## src/design/nsfe_pkg.sv

```systemverilog
// Shared constants and types for the NMEA sentence field extractor.
package nsfe_pkg;

  // Slot organization and storage sizes.
  localparam int LONG_SLOTS  = 3;
  localparam int SHORT_SLOTS = 3;
  localparam int ALL_SLOTS   = LONG_SLOTS + SHORT_SLOTS;
  localparam int LONG_LEN    = 14;

  // Field widths of the streams and of the configuration port.
  localparam int SEL_W   = 5;
  localparam int CHAR_W  = 8;
  localparam int FCNT_W  = 8;
  localparam int POS_W   = 4;
  localparam int RSLOT_W = 3;
  localparam int CFGA_W  = 3;
  localparam int IN_TDATA_W  = 16;
  localparam int OUT_TDATA_W = 32;

  // Characters that steer the parser.
  localparam logic [CHAR_W-1:0] CH_G     = 8'h47;
  localparam logic [CHAR_W-1:0] CH_A     = 8'h41;
  localparam logic [CHAR_W-1:0] CH_R     = 8'h52;
  localparam logic [CHAR_W-1:0] CH_M     = 8'h4D;
  localparam logic [CHAR_W-1:0] CH_C     = 8'h43;
  localparam logic [CHAR_W-1:0] CH_STAR  = 8'h2A;
  localparam logic [CHAR_W-1:0] CH_COMMA = 8'h2C;
  localparam logic [CHAR_W-1:0] CH_QMARK = 8'h3F;

  // Input action codes.
  localparam logic ACT_RECEIVE = 1'b0;
  localparam logic ACT_READ    = 1'b1;

  // One result item as it sits in the output register.
  typedef struct packed {
    logic                   done;
    logic                   kind;
    logic [ALL_SLOTS-1:0]   hits;
    logic [FCNT_W-1:0]      fnum;
    logic [CHAR_W-1:0]      rchar;
    logic [POS_W-1:0]       rlen;
  } nsfe_result_t;

endpackage

```

## src/design/nmea_sentence_field_extractor.sv

```systemverilog
// Top level of the NMEA GGA/RMC sentence field extractor.
//
// Usage: each transfer on the in_ channel carries one item. With in_tuser low
// the item is a received UART byte with its line-error flag; the parser hunts
// for the tags GGA or RMC, a comma, then counts comma-separated fields until
// '*'. Characters of fields named by the six slot registers are stored. With
// in_tuser high the item reads the stored contents of one slot instead.
// Every item yields exactly one transfer on the out_ channel; out_tlast marks
// the '*' that ended a sentence.
// Timing: an item passes one input register, then the parse and slot update
// feed the output register. A new item is taken in every cycle while the
// output is not stalled; the sustained rate is then one item per cycle, set
// by the parser state update, which is registered with each item.
// Reset (rst_n low, synchronous) returns the parser to hunting, clears the
// counters and lengths, fills the short slots with '?' and loads the default
// slot selections. When out_tready is low the result is held, the input
// register still fills once, and in_tready then drops until the output moves.
// The cfg_ port writes a slot selection; a changed value clears that slot.
module nmea_sentence_field_extractor (
  input  logic                              clk,
  input  logic                              rst_n,
  // Input stream.
  input  logic                              in_tvalid,
  output logic                              in_tready,
  // in_tdata: rx_byte[7:0], line_error[8], read_slot[11:9], read_pos[15:12]
  input  logic [nsfe_pkg::IN_TDATA_W-1:0]   in_tdata,
  // in_tuser: action[0]
  input  logic                              in_tuser,
  // Result stream.
  output logic                              out_tvalid,
  input  logic                              out_tready,
  // out_tdata: hit_mask[5:0], field_number[13:6], read_char[21:14],
  //            read_length[25:22], zero fill[31:26]
  output logic [nsfe_pkg::OUT_TDATA_W-1:0]  out_tdata,
  // out_tuser: sentence_kind[0]
  output logic                              out_tuser,
  // out_tlast: sentence_done
  output logic                              out_tlast,
  // Configuration write port.
  input  logic                              cfg_we,
  input  logic [nsfe_pkg::CFGA_W-1:0]       cfg_addr,
  input  logic [nsfe_pkg::SEL_W-1:0]        cfg_wdata
);
  import nsfe_pkg::*;

  // Parser phases.
  localparam logic [2:0] PH_HUNT   = 3'd0;
  localparam logic [2:0] PH_GGA2   = 3'd1;
  localparam logic [2:0] PH_GGA3   = 3'd2;
  localparam logic [2:0] PH_RMC2   = 3'd3;
  localparam logic [2:0] PH_RMC3   = 3'd4;
  localparam logic [2:0] PH_COMMA  = 3'd5;
  localparam logic [2:0] PH_FIELDS = 3'd6;

  localparam int LIDX_W = $clog2(LONG_SLOTS) > 0 ? $clog2(LONG_SLOTS) : 1;
  localparam int SIDX_W = $clog2(SHORT_SLOTS) > 0 ? $clog2(SHORT_SLOTS) : 1;
  localparam logic [POS_W-1:0] LONG_MAX = POS_W'(LONG_LEN - 1);

  // Input register.
  logic                 s1_valid_r;
  logic                 s1_act_r;
  logic [CHAR_W-1:0]    s1_byte_r;
  logic                 s1_lerr_r;
  logic [RSLOT_W-1:0]   s1_rslot_r;
  logic [POS_W-1:0]     s1_rpos_r;
  logic                 s1_go;

  // Output register.
  logic                 out_valid_r;
  nsfe_result_t         res_r;
  nsfe_result_t         res_nxt;

  // Parser and slot state.
  logic [2:0]           phase_r, phase_nxt;
  logic                 kind_r, kind_nxt;
  logic [FCNT_W-1:0]    fcnt_r, fcnt_nxt;
  logic [SEL_W-1:0]     sel_r    [ALL_SLOTS];
  logic [POS_W-1:0]     widx_r   [LONG_SLOTS];
  logic [POS_W-1:0]     widx_nxt [LONG_SLOTS];
  logic [POS_W-1:0]     vlen_r   [LONG_SLOTS];
  logic [POS_W-1:0]     vlen_nxt [LONG_SLOTS];
  logic [CHAR_W-1:0]    schar_r  [SHORT_SLOTS];
  logic [CHAR_W-1:0]    schar_nxt[SHORT_SLOTS];
  logic [CHAR_W-1:0]    lchar_r  [LONG_SLOTS][LONG_LEN];
  logic [LONG_SLOTS-1:0] lwe;

  // The input register moves on when the output register is empty or drained.
  assign s1_go     = s1_valid_r && (!out_valid_r || out_tready);
  assign in_tready = !s1_valid_r || s1_go;

  // A slot matches when it is enabled and names the current kind and field.
  function automatic logic slot_hit(input logic [SEL_W-1:0] sel, input logic kind,
                                    input logic [FCNT_W-1:0] fcnt);
    slot_hit = (sel[3:0] != 4'd0) && (sel[4] == kind) &&
               ({{(FCNT_W-4){1'b0}}, sel[3:0]} == fcnt);
  endfunction

  always_comb begin
    phase_nxt = phase_r;
    kind_nxt  = kind_r;
    fcnt_nxt  = fcnt_r;
    widx_nxt  = widx_r;
    vlen_nxt  = vlen_r;
    schar_nxt = schar_r;
    lwe       = '0;
    res_nxt   = '0;

    if (s1_act_r == ACT_READ) begin
      if (s1_rslot_r < RSLOT_W'(LONG_SLOTS)) begin
        res_nxt.rlen = vlen_r[s1_rslot_r[LIDX_W-1:0]];
        if ((s1_rpos_r < res_nxt.rlen) && (s1_rpos_r < POS_W'(LONG_LEN))) begin
          res_nxt.rchar = lchar_r[s1_rslot_r[LIDX_W-1:0]][s1_rpos_r];
        end
      end else if (s1_rslot_r < RSLOT_W'(ALL_SLOTS)) begin
        res_nxt.rchar = schar_r[SIDX_W'(s1_rslot_r - RSLOT_W'(LONG_SLOTS))];
        res_nxt.rlen  = POS_W'(1);
      end
    end else if (s1_lerr_r) begin
      // A corrupted byte is dropped and the sentence is abandoned.
      phase_nxt = PH_HUNT;
    end else begin
      case (phase_r)
        PH_HUNT: begin
          if (s1_byte_r == CH_G) begin
            phase_nxt = PH_GGA2;
          end else if (s1_byte_r == CH_R) begin
            phase_nxt = PH_RMC2;
          end
        end
        PH_GGA2: phase_nxt = (s1_byte_r == CH_G) ? PH_GGA3 : PH_HUNT;
        PH_RMC2: phase_nxt = (s1_byte_r == CH_M) ? PH_RMC3 : PH_HUNT;
        PH_GGA3, PH_RMC3: begin
          if ((phase_r == PH_GGA3 && s1_byte_r == CH_A) ||
              (phase_r == PH_RMC3 && s1_byte_r == CH_C)) begin
            phase_nxt = PH_COMMA;
            kind_nxt  = (phase_r == PH_RMC3);
            fcnt_nxt  = FCNT_W'(1);
            for (int s = 0; s < LONG_SLOTS; s++) widx_nxt[s] = '0;
          end else begin
            phase_nxt = PH_HUNT;
          end
        end
        PH_COMMA: begin
          if (s1_byte_r == CH_COMMA) begin
            phase_nxt = PH_FIELDS;
            fcnt_nxt  = FCNT_W'(1);
            for (int s = 0; s < LONG_SLOTS; s++) widx_nxt[s] = '0;
          end else begin
            phase_nxt = PH_HUNT;
          end
        end
        PH_FIELDS: begin
          if (s1_byte_r == CH_STAR) begin
            res_nxt.done = 1'b1;
            phase_nxt    = PH_HUNT;
          end else if (s1_byte_r == CH_COMMA) begin
            if (fcnt_r != '1) fcnt_nxt = fcnt_r + FCNT_W'(1);
          end else begin
            for (int s = 0; s < LONG_SLOTS; s++) begin
              if (slot_hit(sel_r[s], kind_r, fcnt_r) && (widx_r[s] < LONG_MAX)) begin
                lwe[s]          = 1'b1;
                widx_nxt[s]     = widx_r[s] + POS_W'(1);
                vlen_nxt[s]     = widx_r[s] + POS_W'(1);
                res_nxt.hits[s] = 1'b1;
              end
            end
            for (int s = 0; s < SHORT_SLOTS; s++) begin
              if (slot_hit(sel_r[LONG_SLOTS+s], kind_r, fcnt_r)) begin
                schar_nxt[s]               = s1_byte_r;
                res_nxt.hits[LONG_SLOTS+s] = 1'b1;
              end
            end
          end
        end
        default: phase_nxt = PH_HUNT;
      endcase
    end

    // Kind and field number are reported after this item's update.
    res_nxt.kind = kind_nxt;
    res_nxt.fnum = fcnt_nxt;
  end

  // Handshake registers and the captured input item.
  always_ff @(posedge clk) begin
    if (!rst_n) begin
      s1_valid_r  <= 1'b0;
      out_valid_r <= 1'b0;
    end else begin
      if (in_tready) s1_valid_r <= in_tvalid;
      if (s1_go) begin
        out_valid_r <= 1'b1;
      end else if (out_tready) begin
        out_valid_r <= 1'b0;
      end
    end
  end

  always_ff @(posedge clk) begin
    if (in_tvalid && in_tready) begin
      s1_act_r   <= in_tuser;
      s1_byte_r  <= in_tdata[7:0];
      s1_lerr_r  <= in_tdata[8];
      s1_rslot_r <= in_tdata[11:9];
      s1_rpos_r  <= in_tdata[15:12];
    end
    if (s1_go) res_r <= res_nxt;
  end

  // Parser state, slot selections and slot contents. Configuration writes must
  // arrive only while no item is in flight; the block does not enforce this.
  always_ff @(posedge clk) begin
    if (!rst_n) begin
      phase_r <= PH_HUNT;
      kind_r  <= 1'b0;
      fcnt_r  <= '0;
      for (int s = 0; s < ALL_SLOTS; s++) sel_r[s] <= '0;
      if (LONG_SLOTS > 2) sel_r[2] <= SEL_W'(1);
      for (int s = 0; s < LONG_SLOTS; s++) begin
        widx_r[s] <= '0;
        vlen_r[s] <= '0;
      end
      for (int s = 0; s < SHORT_SLOTS; s++) schar_r[s] <= CH_QMARK;
    end else if (cfg_we) begin
      if ((cfg_addr < CFGA_W'(ALL_SLOTS)) && (sel_r[cfg_addr] != cfg_wdata)) begin
        sel_r[cfg_addr] <= cfg_wdata;
        phase_r         <= PH_HUNT;
        if (cfg_addr < CFGA_W'(LONG_SLOTS)) begin
          widx_r[cfg_addr[LIDX_W-1:0]] <= '0;
          vlen_r[cfg_addr[LIDX_W-1:0]] <= '0;
        end else begin
          schar_r[SIDX_W'(cfg_addr - CFGA_W'(LONG_SLOTS))] <= CH_QMARK;
        end
      end
    end else if (s1_go) begin
      phase_r <= phase_nxt;
      kind_r  <= kind_nxt;
      fcnt_r  <= fcnt_nxt;
      widx_r  <= widx_nxt;
      vlen_r  <= vlen_nxt;
      schar_r <= schar_nxt;
    end
  end

  // Long slot character storage, one write port per slot.
  always_ff @(posedge clk) begin
    if (s1_go && !cfg_we) begin
      for (int s = 0; s < LONG_SLOTS; s++) begin
        if (lwe[s]) lchar_r[s][widx_r[s]] <= s1_byte_r;
      end
    end
  end

  assign out_tvalid = out_valid_r;
  assign out_tlast  = res_r.done;
  assign out_tuser  = res_r.kind;
  assign out_tdata  = {{(OUT_TDATA_W - ALL_SLOTS - FCNT_W - CHAR_W - POS_W){1'b0}},
                       res_r.rlen, res_r.rchar, res_r.fnum, res_r.hits};

endmodule

```

## config.mk

```make
export PLATFORM = sky130hd
export DESIGN_NAME = nmea_sentence_field_extractor
export DESIGN_NICKNAME = d
export VERILOG_FILES = /design/src/design/nsfe_pkg.sv /design/src/design/nmea_sentence_field_extractor.sv
export SDC_FILE = /design/constraint.sdc
export NUM_CORES = 1
export LEC_CHECK = 0
export BUFFER_PORTS_ARGS = -buffer_cell sky130_fd_sc_hd__clkbuf_2
export CORE_ASPECT_RATIO = 1.2
export CORE_UTILIZATION = 40
export CTS_CLUSTER_DIAMETER = 60
export DETAILED_ROUTE_END_ITERATION = 8
export PLACE_DENSITY = 0.56
export SLEW_MARGIN = 20
export SYNTH_ARGS = -nofsm -noshare
export SYNTH_HDL_FRONTEND = slang
export SYNTH_SLANG_ARGS = --single-unit
export TNS_END_PERCENT = 1
```

## constraint.sdc

```tcl
create_clock -name clk -period 10.4 [get_ports clk]
set_input_delay 1.56 -clock clk [delete_from_list [all_inputs] [get_ports clk]]
set_output_delay 1.56 -clock clk [all_outputs]
set_load 0.01 [all_outputs]
```

==> impl_metrics.json <==
{
  "clock_insertion_delay_worst_skew_ns": 0.60,
  "vdd_ir_drop_max_mv": 0.130,
  "ys_async_sr_fraction_pct": 0,
  "grt-ovfl-total": 0,
  "yosys.cell_count.top_type": "edfxtp_1",
  "power.leakage_uw": 0.00796,
  "r2r-start": "phase_r[2]",
  "yosys.area.top_type": "edfxtp_1",
  "antennaDiodeCount": 0,
  "crit_fanout": 25,
  "detailed_place.area_um2": 22200,
  "via_count": 12457,
  "worst_ep_arrival_time_ns": 4.51,
  "seq_area_um2": 13900,
  "max_freq_mhz": 233,
  "tritoncts_num_sinks": 485,
  "finalSetupTns_ns": 0,
  "clk_pin_slew_worst_paths_ns": 0.06,
  "route.detailed.vias_per_inst": 5.55,
  "synth_cells": 1444,
  "final_area_um2": 23800,
  "worstSetupEndpointType": "flop",
  "final.period_utilization_pct": 41.4,
  "place_congestion": 0.866,
  "run_status": "finished clean",
  "row_count": 91,
  "synth_area_leaders": "edfxtp_1 (59%), mux4_2 (8.1%), dfxtp_1 (6.5%)",
  "grt_antenna_before_repair": 0,
  "global_route_wire_length_before_repair_mm": 81.5,
  "worst_setup_path_end": "sel_r[5][2]",
  "firstDrtPassIters": 7,
  "synth_cell_type_count": 78,
  "ctsHoldBuffers": 0,
  "chipHeight_um": 254,
  "maxCapViolCount": 0,
  "post_route_cells_drive_above_1_share_pct": 18.6,
  "drt-total-wl_mm": 55.2,
  "synth_edf_count": 416,
  "io_buffer_count": 59,
  "setup_repair_after_global_routing_missed_its_margin": "no",
  "post-route-min-period_ns": 4.30,
  "worstMarginPinSlew_ns": 1.15,
  "synth_top_area_share_pct": 59.2,
  "worst-r2r-setup-slack_ns": 6.25,
  "postLayoutSetupSlackWorst_ns": 6.10,
  "drc": 0,
  "count_of_non_filler_cells_in_the_finished_layout": 2246,
  "report.final.hold_viol_count": 0,
  "grt_max_degree": 70,
  "holdCritPathClass": "flop to flop",
  "multiInputGateArea_um2": 6830,
  "timing.hold.worst_path_depth": 2,
  "postSynthRegisterBits": 485,
  "ios": 66,
  "timing.final.max_slew_violations": 0,
  "setup.worst_path.start_class": "primary input",
  "syn2layout_area_growth_pct": 12.8,
  "worst-r2r-cell-count": 6,
  "design.die.area_um2": 53700,
  "numCtsBuffers": 50,
  "timing.setup.critical_path_class": "primary input to flop",
  "antenna_violating_nets_post_route": 0,
  "crit_required_ns": 10.61,
  "netlist_top_cells_count": "edfxtp_1 (416), nor2_1 (107), mux4_2 (76), nand2_1 (76), dfxtp_1 (69)",
  "netlist_area_um2": 21100,
  "synth_flop_cell": "edfxtp_1",
  "cts-root-buf": "clkbuf_16",
  "core_region_area_um2": 51700,
  "placed_cells": 2152,
  "cts_htree_levels": 2,
  "average_cell_area_after_synthesis_um2": 14.6,
  "sequential_element_share_of_the_synthesized_area_pct": 65.8,
  "critical_path.reg2reg.endpoint": "lchar_r[0][67]",
  "worst_clock_skew_ns": 0.0172,
  "starting_density_pct": 40.8,
  "synth.yosys.warnings": 0,
  "cts_setup_buffers": 0,
  "relSlewSlack_pct": 23.6,
  "fin_nets": 1556,
  "finalSetupViolCount": 0,
  "post-layout-total-power_uw": 4200,
  "n_fill_cell": 4646,
  "startpoint": "cfg_addr[0]",
  "cts_tree": "done",
  "cts_resized": 0,
  "via_count_of_the_first_global_routing_pass": 12589,
  "detailedRoute.firstIterationViolations": 791,
  "overall_routing_resource_usage_pct": 20.8,
  "max_clock_buf_depth": 3,
  "power_density_nw_per_um2": 177,
  "dp_hpwl_mm": 37.3,
  "detail_route.wl_per_cell_um": 24.6,
  "die_width_um": 212,
  "dp_worst_setup_slack_ns": 5.37
}
[how the worst min path moves through the flow]
stage | to | startpoint
2_1_floorplan | schar_r[14] | schar_r[14]
3_3_place_gp | schar_r[14] | schar_r[14]
3_5_place_dp | schar_r[14] | schar_r[14]
4_1_cts | schar_r[6] | schar_r[6]
5_1_grt | schar_r[14] | schar_r[14]
6_report | schar_r[6] | schar_r[6]
[routing by layer]
metal / track usage (%) / vias up / share of wire [%]
li1: - / 5709 / -
met1: 26.1 / 6309 / 41
met2: 36.2 / 340 / 51
met3: 2.95 / 99 / 4.2
met4: 8.26 / 0 / 3.7
met5: 0 / - / 0
[worst max-delay path: stages]
cell,delay (ns)
clkbuf_2,0.40
nand2_1,0.55
nor3b_1,0.11
a2111o_1,0.41
xnor2_1,0.34
nor4_2,0.12
buf_4,0.21
o21ai_0,0.77
[final cells by class]
cell class	count	area share [%]
sequential	485	58.3
tap	697	3.67
inverter	24	0.379
clock inverter	34	1.02
multi-input combinational	858	28.7
clock buffer	60	5.73
timing repair buffer	88	2.16
[cells in the final DEF (no fill, tap or decap), types with 7 or more instances in the layout]
master      netlist  routed
xnor2_1          15      15
nand3_1          30      30
buf_4             8      29
clkinvlp_4        0       7
o21ai_0          49      49
clkinv_1          0      12
inv_1            24      24
nor3_1           40      33
o21ai_1          17      17
mux4_2           76      76
o22a_1           12      12
dfxtp_1          69      67
nor3b_1          11      11
nand2_1          76      76
nor2b_1          17      17
o31a_1            7       7
ha_1             19      19
edfxtp_1        416     416
conb_1            1      16
nor3_2            1       8
o211ai_1         29      29
nor2_1          107     107
a22o_1           22      22
or3_1             7       7
clkbuf_2          0      59
mux2i_1          52      52
a211o_1           8       8
and2_1           17      17
clkbuf_16         0      53
nand2b_1         27      27
clkinv_2          0       9
a21oi_1          53      53
mux2_2           21      21
xor2_1           20      20
[power breakdown]
group	total (uW)	internal, uW	switching, uW
combinational	290	105	185
clock	1760	989	768
sequential	2160	2130	24.4
total	4200	3230	977
[logic make-up after synthesis]
| logic type | Yosys count | share of synthesized area (%) |
|---|---|---|
| multiplexers | 150 | 11.8 |
| AND/OR/NAND/NOR | 379 | 9.14 |
| other | 1 | 0.0178 |
| XOR/XNOR | 35 | 1.45 |
| flip-flops | 485 | 65.8 |
| adder cells (fa/ha/maj) | 19 | 1.13 |
| buffers and inverters | 116 | 2.31 |
| AO/OA/AOI/OAI | 259 | 8.43 |
[stage by stage]
step | util, % | hold WS (ns)
CTS | 46.0 | 0.463
floorplan | - | 0.434
finish | 46.0 | 0.464
global placement | 42.8 | 0.449
global route | 46.0 | 0.486
detailed placement | 42.9 | 0.453
[registers in the layout, indices dropped and copies added, names as in the netlist, 8 cells and up, named ones only]
name       flops
sel_r         40
vlen_r        12
s1_byte_r      8
schar_r       24
fcnt_r         8
widx_r        12
lchar_r      336
out_tdata     26
(Power assumes the default switching activity.)
